--- src/design/ppi_pkg.sv ---
`timescale 1ns / 1ps
`default_nettype none
package ppi_pkg;

  localparam int unsigned VW = 32;

  typedef logic signed [VW-1:0] val_t;

  typedef struct packed {
    val_t pos_x;
    val_t pos_y;
    val_t heading;
    val_t vel_forward;
    val_t vel_lateral;
    val_t turn_rate;
  } ppi_in_t;

  typedef struct packed {
    val_t new_x;
    val_t new_y;
    val_t new_heading;
    logic saturated;
  } ppi_out_t;

  // pi/2 in unsigned Q1.30 and its scaled reciprocal for the quadrant estimate
  localparam logic [30:0] HALF_PI = 31'd1686629713;
  localparam logic [15:0] RECIP   = 16'((64'd1 << 46) / 64'd1686629713);

  localparam val_t ONE_Q30      = 32'sd1073741824;
  localparam val_t HALF_Q30     = 32'sd536870912;
  localparam val_t INV6_Q30     = 32'sd178956971;
  localparam val_t INV120_Q30   = 32'sd8947849;
  localparam val_t INV5040_Q30  = 32'sd213044;
  localparam val_t INV24_Q30    = 32'sd44739243;
  localparam val_t INV720_Q30   = 32'sd1491308;
  localparam val_t INV40320_Q30 = 32'sd26631;

  localparam logic [15:0] STEP_RESET = 16'd655;

  localparam logic [2:0] ADDR_STEP = 3'd0;

  // shift right with rounding half away from zero
  function automatic logic signed [63:0] round_shift(input logic signed [63:0] p,
                                                     input int unsigned sh);
    logic [63:0] mag;
    logic [63:0] res;
    mag = p[63] ? 64'(-p) : 64'(p);
    res = (mag + (64'd1 << (sh - 1))) >> sh;
    return p[63] ? -$signed(res) : $signed(res);
  endfunction

  function automatic val_t mul_q30(input val_t a, input val_t b);
    logic signed [63:0] r;
    r = round_shift(64'(a) * 64'(b), 30);
    return r[VW-1:0];
  endfunction

endpackage
`default_nettype wire

--- src/design/ppi_reduce.sv ---
`timescale 1ns / 1ps
`default_nettype none
module ppi_reduce (
  input  wire logic            clk_i,
  input  wire logic            rst_ni,
  input  wire logic            adv_i,
  input  wire logic            valid_i,
  input  wire ppi_pkg::ppi_in_t item_i,
  output logic                 valid_o,
  output ppi_pkg::ppi_in_t     item_o,
  output ppi_pkg::val_t        r_o,
  output logic [1:0]           quad_o
);

  logic [2:0] v_q;
  ppi_pkg::ppi_in_t it1_q, it2_q, it3_q;
  logic        neg1_q, neg2_q;
  logic [31:0] m1_q;
  logic [15:0] qe1_q, q2_q;
  logic [31:0] rem2_q;
  ppi_pkg::val_t r3_q;
  logic [1:0]  quad3_q;

  logic [31:0] m_d;
  logic [47:0] prod_d;
  logic [46:0] diff_d;
  logic [15:0] qa, qb;
  logic [31:0] ra;
  logic signed [32:0] rs;
  logic signed [32:0] rsg;
  logic [15:0] qneg;

  always_comb begin
    m_d    = item_i.heading[31] ? 32'(-item_i.heading) : 32'(item_i.heading);
    prod_d = 48'(m_d) * 48'(ppi_pkg::RECIP);
    diff_d = {1'b0, m1_q, 14'd0} - (47'(qe1_q) * 47'(ppi_pkg::HALF_PI));
  end

  // fix the estimate, then round to nearest
  always_comb begin
    qa = q2_q;
    ra = rem2_q;
    if (rem2_q >= 32'(ppi_pkg::HALF_PI)) begin
      qa = q2_q + 16'd1;
      ra = rem2_q - 32'(ppi_pkg::HALF_PI);
    end
    qb = qa;
    rs = $signed({1'b0, ra});
    if ({ra, 1'b0} >= 33'(ppi_pkg::HALF_PI)) begin
      qb = qa + 16'd1;
      rs = $signed({1'b0, ra}) - $signed({2'b00, ppi_pkg::HALF_PI});
    end
    rsg  = neg2_q ? -rs : rs;
    qneg = -qb;
  end

  always_ff @(posedge clk_i or negedge rst_ni) begin
    if (!rst_ni) begin
      v_q <= '0;
    end else if (adv_i) begin
      v_q <= {v_q[1:0], valid_i};
    end
  end

  always_ff @(posedge clk_i) begin
    if (adv_i) begin
      it1_q   <= item_i;
      neg1_q  <= item_i.heading[31];
      m1_q    <= m_d;
      qe1_q   <= prod_d[47:32];
      it2_q   <= it1_q;
      neg2_q  <= neg1_q;
      q2_q    <= qe1_q;
      rem2_q  <= diff_d[31:0];
      it3_q   <= it2_q;
      r3_q    <= rsg[31:0];
      quad3_q <= neg2_q ? qneg[1:0] : qb[1:0];
    end
  end

  assign valid_o = v_q[2];
  assign item_o  = it3_q;
  assign r_o     = r3_q;
  assign quad_o  = quad3_q;

endmodule
`default_nettype wire

--- config.mk ---
export PLATFORM = sky130hd
export DESIGN_NAME = ppi_reduce
export DESIGN_NICKNAME = d
export VERILOG_FILES = /design/src/design/ppi_pkg.sv /design/src/design/ppi_reduce.sv
export SDC_FILE = /design/constraint.sdc
export NUM_CORES = 1
export LEC_CHECK = 0
export BUFFER_PORTS_ARGS = -buffer_cell sky130_fd_sc_hd__buf_2
export CAP_MARGIN = 5
export CORE_ASPECT_RATIO = 0.9
export CORE_MARGIN = 2
export CORE_UTILIZATION = 40
export CTS_BUF_LIST = sky130_fd_sc_hd__clkbuf_8 sky130_fd_sc_hd__clkbuf_16
export CTS_CLUSTER_SIZE = 30
export DETAILED_ROUTE_END_ITERATION = 10
export HOLD_SLACK_MARGIN = 0.1
export SKIP_LAST_GASP = 1
export SLEW_MARGIN = 30
export SYNTH_ARGS = -nofsm -noshare
export SYNTH_HDL_FRONTEND = slang
export SYNTH_SLANG_ARGS = --single-unit
--- constraint.sdc ---
create_clock -name clk_i -period 9.57 [get_ports clk_i]
set_input_delay 0.4785 -clock clk_i [delete_from_list [all_inputs] [get_ports clk_i]]
set_output_delay 0.4785 -clock clk_i [all_outputs]
set_load 0.05 [all_outputs]
## After elaboration in Yosys (flattened, before gate mapping)

Index checks and enable logic that the tools add are counted.

| storage, ports and cells | value |
|---|---|
| flip-flop bits (word level) | 683 |
| bits in latches | 0 |
| bits in writable memories | 0 |
| bits in read-only memories | 0 |
| input bits | 196 |
| memories | 0 |

| cells by class | value |
|---|---|
| add/sub/neg operators | 8 |
| multipliers | 2 |
| divide/modulo/power cells | 0 |
| magnitude comparators | 2 |
| equality and inequality tests | 0 |
| shifts and indexed selects | 0 |
| muxes and demuxes | 7 |
| bitwise logic cells | 0 |
| reductions and logical operators | 0 |

Operators by type and width:

| cell | number |
|---|---|
| 2-to-1 mux 32 bit | 4 |
| negator 32 bit | 2 |
| subtractor 32 x 31 -> 32 bit (second input constant) | 2 |
| multiplier 32 x 16 -> 48 bit (second input constant) | 1 |
| >= comparator 33 x 31 -> 1 bit (second input constant) | 1 |
| >= comparator 32 x 31 -> 1 bit (second input constant) | 1 |
| multiplier 16 x 31 -> 32 bit (second input constant) | 1 |
| subtractor 32 bit | 1 |
| 2-to-1 mux 2 bit | 3 |
| adder 2 x 1 -> 2 bit (second input constant) | 2 |
| negator 2 bit | 1 |

## Depth between registers and ports, before layout

| depth | value |
|---|---|
| depth in word-level cells | 6 |
| gate-level depth with buffers | 31 |
| depth with buffers taken out | 31 |

## Worst setup path before layout

Ideal clock, no wire load.

| timing | value |
|---|---|
| path kind | in2reg |
| start point | in item_i[102] (netlist bit) |
| end point | reg qe1_q[15] (data pin) |
| library setup time | 260 ps |
| arrival time | 8314 ps |
| required time | 9310 ps |
| path slack | 997 ps |
| cell stages on the path | 29 |
| cells stage by stage | or4_1 -> or4_1 -> o31a_1 -> xnor2_1 -> clkinv_1 -> xnor2_1 -> xnor2_1 -> fa_1 -> fa_1 -> inv_1 -> fa_1 -> fa_1 -> inv_1 -> fa_1 -> inv_1 -> ha_1 -> a21o_1 -> a21o_1 -> a21o_1 -> a21o_1 -> a21o_1 -> a21o_1 -> a31oi_1 -> o221ai_1 -> o31a_1 -> a221o_1 -> a211oi_1 -> o21bai_1 -> xnor2_1 |

| between the ends | value |
|---|---|
| cells in the longest elaborated chain, start to end | 3 |

Ends and longest elaborated chain:

| element | line | text |
|---|---|---|
| start, declared | ppi_reduce.sv:8 | `input wire ppi_pkg::ppi_in_t item_i,` |
| negator 32 bit | ppi_reduce.sv:34 | `m_d = item_i.heading[31] ? 32'(-item_i.heading) : 32'(item_i.heading);` |
| 2-to-1 mux 32 bit | ppi_reduce.sv:34 |  |
| named net m_d[14] | ppi_reduce.sv:24 | `logic [31:0] m_d;` |
| multiplier 32 x 16 -> 48 bit | ppi_reduce.sv:35 | `prod_d = 48'(m_d) * 48'(ppi_pkg::RECIP);` |
| named net prod_d[47] | ppi_reduce.sv:25 | `logic [47:0] prod_d;` |
| end signal, assigned | ppi_reduce.sv:70 | `qe1_q <= prod_d[47:32];` |
| end, declared | ppi_reduce.sv:19 | `logic [15:0] qe1_q, q2_q;` |

The timed path passes the listed nets, and every way through them passes these cells.
A chain may end at the register's enable or synchronous reset.

## Worst setup path in the final report

| timing | value |
|---|---|
| start point | in item_i[102] (netlist bit) |
| end point | reg qe1_q[9] (data pin) |

| between the ends | value |
|---|---|
| cells in the longest elaborated chain, start to end | 3 |

Ends and longest elaborated chain:

| element | line |
|---|---|
| negator 32 bit | ppi_reduce.sv:34 |
| 2-to-1 mux 32 bit * | ppi_reduce.sv:34 |
| multiplier 32 x 16 -> 48 bit * | ppi_reduce.sv:35 |
| named net prod_d[41] | ppi_reduce.sv:25 |

Mark *: on every way through the listed nets, which the timed path passes. The rest lies on a longest branch.

==> metrics.cfg <==
[timing]
worst_pin_slew_ps = 981
hold_viol_final = 0
final.min_clock_period_ps = 9150
finalSetupViolCount = 0
timing.final.crit_share_pct = 95.6
drv_slew = 0
tns_ps = 0
skew_ps = 46.8
max-slew-margin-rel_pct = 34.2
fmax_ghz = 0.109

[clock_tree]
clkLatencyLatePin_ps = 660
clk_pin_slew_ps = 50
cts.sinks = 678
cts_buffers = 74
ctsHtreeMaxLevel = 3
cts_tree = built
cts_buffer_depth = 3
clock-root-buffer = clkbuf_16
postCtsSetupRepairBufs = 0

[detailed_routing]
via_count = 24003
drt-initial-drc-count = 1649
via_per_inst = 4.78
drc = 0
postRouteAntennaNets = 0
dr.pass1.iters = 5
wl_mm = 87.3
routedWlPerCell_um = 17.4

[final_layout]
fin_util_pct = 48.4
layout_commonest_cell = edfxtp_1
drive_gt1_share_pct = 16.9
syn2layout_area_growth_pct = 20.4
final_cells = 5017
finish.net_count = 4464
most-common-layout-cells = 675 x edfxtp_1, 566 x inv_1, 421 x buf_2

[synth]
synth_area_um2 = 40000
synth_ff_type = edfxtp_1
ys_types = 92
synth_edf_count = 675
ys_async_sr_fraction_pct = 0.442
ys_ff_latch = 678
seq_area_frac_synth_pct = 50.9
syn_avg_cell_area_um2 = 13.6
synth_nets = 3795
yosysWarnings = 0
synth_cells = 2949

[critical_path]
reg2reg_depth = 26
r2r_slack_ps = 1380
worstSetupPathType = input port to flop
critPathArrivalTime_ps = 9510
critPathMaxFanout = 6
cpPeakStageDelay_ps = 600
cpMaxStageDelayCell = or4_1
cp-end-kind = flop
worstPathRequired_ps = 9940
cpMostUsedCell = fa_1
start_kind = input port

[die]
die-area_um2 = 103000
core.rowCount = 110
initial_core_util_pct = 40.2
core_um2 = 99500
io_pins = 423
die_w_um = 337
dieHeight_um = 304

[hold_path]
whs_path_depth = 1
worstHoldPathType = input port to flop

[global_routing]
overflow = 0
grt_pass1_wl_mm = 138
grtUsageTotal_pct = 17.2
grt_pass1_vias = 24373
antenna_found_initial = 2
grt_max_degree = 180

[job]
cap_violations = 0

[placement]
placed_cells = 4697
dp_hpwl_mm = 67.3
gp_congestion = 0.878
port_buffers = 422

[status]
status = finished clean

==> path summary, 6_finish.rpt <==
check | startpoint | endpoint
setup / recovery | item_i[102] | qe1_q[9]$_DFFE_PP_
hold / removal | item_i[114] | it1_q[114]$_DFFE_PP_
setup reg to reg | rem2_q[1]$_DFFE_PP_ | r_o[26]$_DFFE_PP_
hold reg to reg | it2_q[75]$_DFFE_PP_ | item_o[75]$_DFFE_PP_
max in group asynchronous | rst_ni | v_q[1]$_DFFE_PN0P_
min in group asynchronous | rst_ni | v_q[2]$_DFFE_PN0P_
==> layer usage <==
layer / vias to the layer above / GRT usage, % / wire [um]
li1: 11598 / - / -
met1: 11762 / 23.3 / 38900
met2: 506 / 28.4 / 42000
met3: 135 / 2.73 / 3820
met4: 2 / 5.35 / 2590
met5: - / 0 / 12
==> registers in the layout, indices dropped and copies added (netlist names), 3 cells and up <==
signal / count
it1_q: 192
it2_q: 192
item_o: 192
r_o: 32
rem2_q: 31
m1_q: 17
qe1_q: 16
v_q: 3
==> cells by family after synthesis <==
logic type,Yosys count,share of synthesized area (%)
compound gates,409,7.19
buf+inv,613,5.86
fa+ha+maj,650,26.4
mux,9,0.238
simple gates,411,5.49
flops,678,50.9
xor+xnor,179,3.92
==> area by class of cell <==
type	instances	area, um2
clock inverter	55	523
antenna	1	2.50
timing repair buffer	651	4340
fill	8709	51400
clock buffer	75	1870
tap	1344	1680
sequential	678	20300
multi-input combinational	1658	17300
inverter	555	2080
==> per-stage QoR <==
| step | worst slack [ps] | area [um2] | hold WS (ps) |
|---|---|---|---|
| 2_1_floorplan | 997 | 40000 | 183 |
| 3_3_place_gp | 310 | 43800 | 281 |
| 3_5_place_dp | 203 | 43800 | 278 |
| 4_1_cts | 256 | 48100 | 106 |
| 5_1_grt | -4.57 | 48200 | 133 |
| 6_report | 424 | 48200 | 164 |
==> what timing repair did <==
| action | in CTS | in global routing |
|---|---|---|
| hold buffers | 189 | 0 |
| setup endpoints to repair | 0 | 4 |
| resized for setup | 0 | 2 |
| endpoints found under the hold margin | 191 | 0 |
==> cell usage after synthesis (all sizes together), types with 16 or more instances <==
library cell,number,share of area [%]
a211oi,24,0.45
a21o,28,0.53
a21oi,81,1.0
and2,21,0.33
and3,19,0.30
buf,22,0.31
clkbuf,36,0.34
edfxtp,675,51
fa,324,16
ha,326,10
inv,553,5.2
nand2,92,0.89
nand2b,20,0.31
nand3,29,0.36
nor2,96,0.90
nor3,32,0.43
o21a,17,0.32
o21ai,87,1.1
o31ai,16,0.30
or3,17,0.27
xnor2,132,2.9
xor2,47,1.0
==> critical path, delay by kind of cell <==
family	cells	cell delay (ps)
fa+ha+maj	6	2830
xor+xnor	4	740
simple gates	6	2530
buf+inv	5	870
compound gates	9	2040
Power is left out: the tool's default activity adds up to more than one toggle a clock period on the data nets, which glitch-free logic cannot reach.
